===== src/hdl/rrg_pkg.sv =====
// Shared types and constants for the RFID reply gate.
`default_nettype none
package rrg_pkg;
    localparam int AMP_WIN_DEF     = 64;
    localparam int DC_WIN_DEF      = 32;
    localparam int SAMPLE_BITS_DEF = 16;
    localparam int IN_BITS         = 16;
    localparam int OUT_BITS        = 17;
    localparam int MAG_BITS        = 33;
    localparam int CNT_BITS        = 16;
    localparam int CFG_IDX_BITS    = 3;
    localparam int CFG_DATA_BITS   = 16;
    localparam int IN_TDATA_BITS   = 32;
    localparam int OUT_TDATA_BITS  = 72;

    localparam logic [1:0] OP_SAMPLE   = 2'd0;
    localparam logic [1:0] OP_SEEK_RN  = 2'd1;
    localparam logic [1:0] OP_SEEK_EPC = 2'd2;

    localparam logic [CFG_IDX_BITS-1:0] REG_ENABLE = 3'd0;
    localparam logic [CFG_IDX_BITS-1:0] REG_T1     = 3'd1;
    localparam logic [CFG_IDX_BITS-1:0] REG_PW     = 3'd2;
    localparam logic [CFG_IDX_BITS-1:0] REG_THR    = 3'd3;
    localparam logic [CFG_IDX_BITS-1:0] REG_MINP   = 3'd4;
    localparam logic [CFG_IDX_BITS-1:0] REG_RN16   = 3'd5;
    localparam logic [CFG_IDX_BITS-1:0] REG_EPC    = 3'd6;

    // Queue entry between front and back.
    typedef struct packed {
        logic                        is_seek;
        logic                        seek_epc;
        logic signed [IN_BITS-1:0]   si;
        logic signed [IN_BITS-1:0]   sq;
    } rrg_cmd_t;
endpackage
`default_nettype wire


===== src/hdl/rrg_front.sv =====
// Front end: accept requests, classify, drop disabled or undefined ones, queue the rest.
`default_nettype none
module rrg_front
    import rrg_pkg::*;
#(
    parameter int SAMPLE_BITS = SAMPLE_BITS_DEF
) (
    input  wire logic                     clk,
    input  wire logic                     rst_n,
    input  wire logic                     in_valid,
    output logic                          in_ready,
    input  wire logic [1:0]               in_op,
    input  wire logic [IN_BITS-1:0]       in_i,
    input  wire logic [IN_BITS-1:0]       in_q,
    input  wire logic                     enable,
    output logic                          q_valid,
    input  wire logic                     q_pop,
    output rrg_cmd_t                      q_head
);
    localparam int QD = 2;
    rrg_cmd_t   fifo_reg [QD];
    logic       wp_reg, rp_reg;
    logic [1:0] cnt_reg;
    logic       push;
    rrg_cmd_t   c;

    assign in_ready = (cnt_reg != 2'(QD));
    assign q_valid  = (cnt_reg != 2'd0);
    assign q_head   = fifo_reg[rp_reg];

    always_comb
    begin
        c.is_seek  = (in_op == OP_SEEK_RN) || (in_op == OP_SEEK_EPC);
        c.seek_epc = (in_op == OP_SEEK_EPC);
        // Sign-extend from SAMPLE_BITS.
        c.si = IN_BITS'($signed(in_i[SAMPLE_BITS-1:0]));
        c.sq = IN_BITS'($signed(in_q[SAMPLE_BITS-1:0]));
        push = in_valid && in_ready && (c.is_seek || (in_op == OP_SAMPLE && enable));
    end

    always_ff @(posedge clk)
    begin
        if (push)
        begin
            fifo_reg[wp_reg] <= c;
        end
    end

    always_ff @(posedge clk or negedge rst_n)
    begin
        if (!rst_n)
        begin
            wp_reg  <= 1'b0;
            rp_reg  <= 1'b0;
            cnt_reg <= 2'd0;
        end
        else
        begin
            if (push)
            begin
                wp_reg <= ~wp_reg;
            end
            if (q_pop)
            begin
                rp_reg <= ~rp_reg;
            end
            cnt_reg <= cnt_reg + 2'(push) - 2'(q_pop);
        end
    end
endmodule
`default_nettype wire


===== config.mk =====
export PLATFORM = sky130hd
export DESIGN_NAME = rrg_front
export DESIGN_NICKNAME = d
export VERILOG_FILES = /design/src/hdl/rrg_pkg.sv /design/src/hdl/rrg_front.sv
export SDC_FILE = /design/constraint.sdc
export NUM_CORES = 1
export LEC_CHECK = 0
export ABC_AREA = 1
export BUFFER_PORTS_ARGS = -buffer_cell sky130_fd_sc_hd__buf_2
export CAP_MARGIN = 20
export CORE_MARGIN = 2
export CORE_UTILIZATION = 33
export CTS_CLUSTER_DIAMETER = 200
export CTS_CLUSTER_SIZE = 28
export DETAILED_ROUTE_END_ITERATION = 16
export GPL_TIMING_DRIVEN = 0
export RECOVER_POWER = 50
export SYNTH_ARGS = -nofsm -noshare
export SYNTH_HDL_FRONTEND = slang
export SYNTH_SLANG_ARGS = --single-unit

===== constraint.sdc =====
create_clock -name clk -period 2.5 [get_ports clk]
set_clock_uncertainty 0.2 [all_clocks]
set_input_delay 0.5 -clock clk [delete_from_list [all_inputs] [get_ports clk]]
set_output_delay 0.5 -clock clk [all_outputs]
set_load 0.03 [all_outputs]

==> impl_metrics.ini <==
[power_and_ir_drop]
combPwrFrac = 0.390
p_seq_frac = 0.397
pwr-share-clk = 0.213
p_int_mw = 2.64
power_density_nw_per_um2 = 1130
switching_share = 0.342
p_switching_mw = 1.37
leakagePower_nw = 1.40
vdd.ir_drop.worst_mv = 0.717

[yosys]
netlist_instances = 137
synth_compound_area_frac = 0
synth_area_um2 = 2860
synth_commonest_cells = edfxtp_1, mux2_4, inv_1, nand2_1, mux2_2
yosys_warnings = 0
yosysTopAreaCellShare = 0.713
ys_ff_latch = 72
synth_top_family_by_area = multiplexers
syn_avg_cell_area_um2 = 20.9
synth_area_leaders = edfxtp_1, mux2_4, dfrtp_1
synth_xor_area_frac = 0.00918
synth_most_common_cell = edfxtp_1
synth_flop_cell = edfxtp_1
synthDistinctLibCells = 15
synthSimpleGateAreaFrac = 0.0179
synth_top_area_cell = edfxtp_1
synthArstFlopShare = 0.0556
synth_fa_ha_area_frac = 0.0175
synth_nets = 180
ys_seq_area_frac = 0.748
synth_edf_count = 68
synthMuxAreaShare = 0.172

[grt]
grt_max_degree = 35
antenna_found_initial = 0
grt_pass1_vias = 1457
grt_pass1_wl_um = 7220
grt_use_total = 0.101
grt_overflow = 0

[floorplanning]
die_y_um = 97.1
rows = 33
die_w_um = 97.1
dieArea_um2 = 9440
io_pins = 75
start_util = 0.345
core_area_um2 = 8300

[worst_setup_path]
start_kind = input pin
r2r_start = cnt_reg[1]
crit_path_start = in_op[0]
worstSetupPathType = in -> reg
crit_path_end_kind = flip-flop
crit_arrival_ns = 2.03
rr_worst_depth = 3
required_ns = 2.25
worstPathMaxFanout = 34

[layout]
area_growth_pct = 23.6
insertedDiodeCount = 0
fillers = 766
layout-drive-gt1-share = 0.452
largest_reg_flops = 68
final_nets = 266

[drt]
vias = 1428
wirelength_um = 4570
drtAntennaViolNets = 0
drt-wirelength-per-cell_um = 13.7
drt-pass1-iter-count = 5
via_per_inst = 4.29
drtIter0Drc = 22
drc = 0

[clock_tree]
htree_levels = 3
cts_buffers = 9
cts_root_buffer = clkbuf_8
cts_tree = yes
clk_path_buf_depth = 2
clk_latency_ns = 0.33
post-cts-setup-buffers = 0
cts_sinks = 72
clk_pin_slew_ns = 0.08

[sta]
final_max_slew_viol_count = 0
fin_crit_sh = 0.914
whs_ns = 0.151
worst_slack_ns = 0.216
max_freq_ghz = 0.438
finalSetupViolations = 0
fin_crit_ns = 2.28
rsz0062_at_grt = no
slew_headroom = 0.323
tightest_slew_ns = 1.01
hold_viol_final = 0

[place]
hpwl_um = 3030
gp_congestion = 0.587
pre_cts_ws_ns = -0.207
io_buffer_count = 74

[worst_hold_path]
whs_path_depth = 1
hold_path_startpoint = in_q[8]
hold_class = in -> reg

[status]
status = completed

[job]
cap_viol_max_count = 0
==> power groups by stage <==
stage | Combinational, mW | Clock [mW] | Sequential, mW
final | 1.57 | 0.854 | 1.59
after global routing | 1.67 | 0.940 | 1.61
after CTS | 1.62 | 0.890 | 1.60
after detailed placement | 1.62 | 0 | 1.62
after global placement | 1.61 | 0 | 1.61
after floorplan | 1.26 | 0 | 1.61
==> stage by stage <==
| stage | setup TNS (ns) | power [mW] | area [µm²] | std cells | util |
|---|---|---|---|---|---|
| final | 0 | 4.01 | 3540 | 333 | 0.426 |
| after global routing | 0 | 4.22 | 3540 | 333 | 0.426 |
| after CTS | 0 | 4.10 | 3570 | 333 | 0.430 |
| after detailed placement | -6.98 | 3.24 | 3370 | 316 | 0.406 |
| after global placement | -18.49 | 3.22 | 3370 | 316 | 0.406 |
| after floorplan | 0 | 2.87 | 2870 | 137 | - |
==> worst max-delay path, cell delays in order <==
cell and delay, ns:
buf_2 0.07, inv_1 0.05, ha_1 0.31, inv_1 0.04
nand2_1 0.08, nand3_1 0.16, nor2_4 0.81
==> per-layer routing <==
layer  up-vias  GRT usage  wire (µm)
li1        687          -          -
met5         -          0          0
met2        55      0.157       2200
met1       679      0.123       2000
met3         7     0.0388        315
met4         0     0.0488         52
==> timing repair <==
item / in CTS / in global routing
endpoints found under the hold margin: 4 / 0
resized for setup: 0 / 0
hold buffers: 1 / 0
==> logic make-up after synthesis <==
kind of cell  after synthesis
flops                      72
mux                        34
buf+inv                    12
simple gates               12
fa+ha+maj                   4
xor+xnor                    3
==> final timing paths <==
kind	to	slack (ns)
worst max-delay path	fifo_reg[1][21]	0.22
worst min-delay path	fifo_reg[0][8]	0.15
worst max register to register	fifo_reg[1][21]	0.35
worst min register to register	wp_reg	0.28
max in group asynchronous	rp_reg	1.56
min in group asynchronous	wp_reg	0.34
==> layout by cell type (no fill, tap or decap), types with 3 or more instances in the layout <==
cell and instances:
nand2_1 8, dfrtp_1 4, clkbuf_8 9, mux2_4 29, mux2_2 5, ha_1 4
inv_1 7, clkbuf_1 26, buf_12 3, edfxtp_1 68, buf_2 49
==> cell type report <==
class,instances,area (µm²),share of cell area
multi-input combinational,53,627,0.177
clock inverter,6,60.1,0.0170
sequential,72,2140,0.605
tap,105,131,0.0371
clock buffer,10,128,0.0361
buffer,4,71.3,0.0202
timing repair buffer,75,349,0.0987
inverter,8,30.0,0.00849
Note: power is estimated with default switching activity, not from simulation.
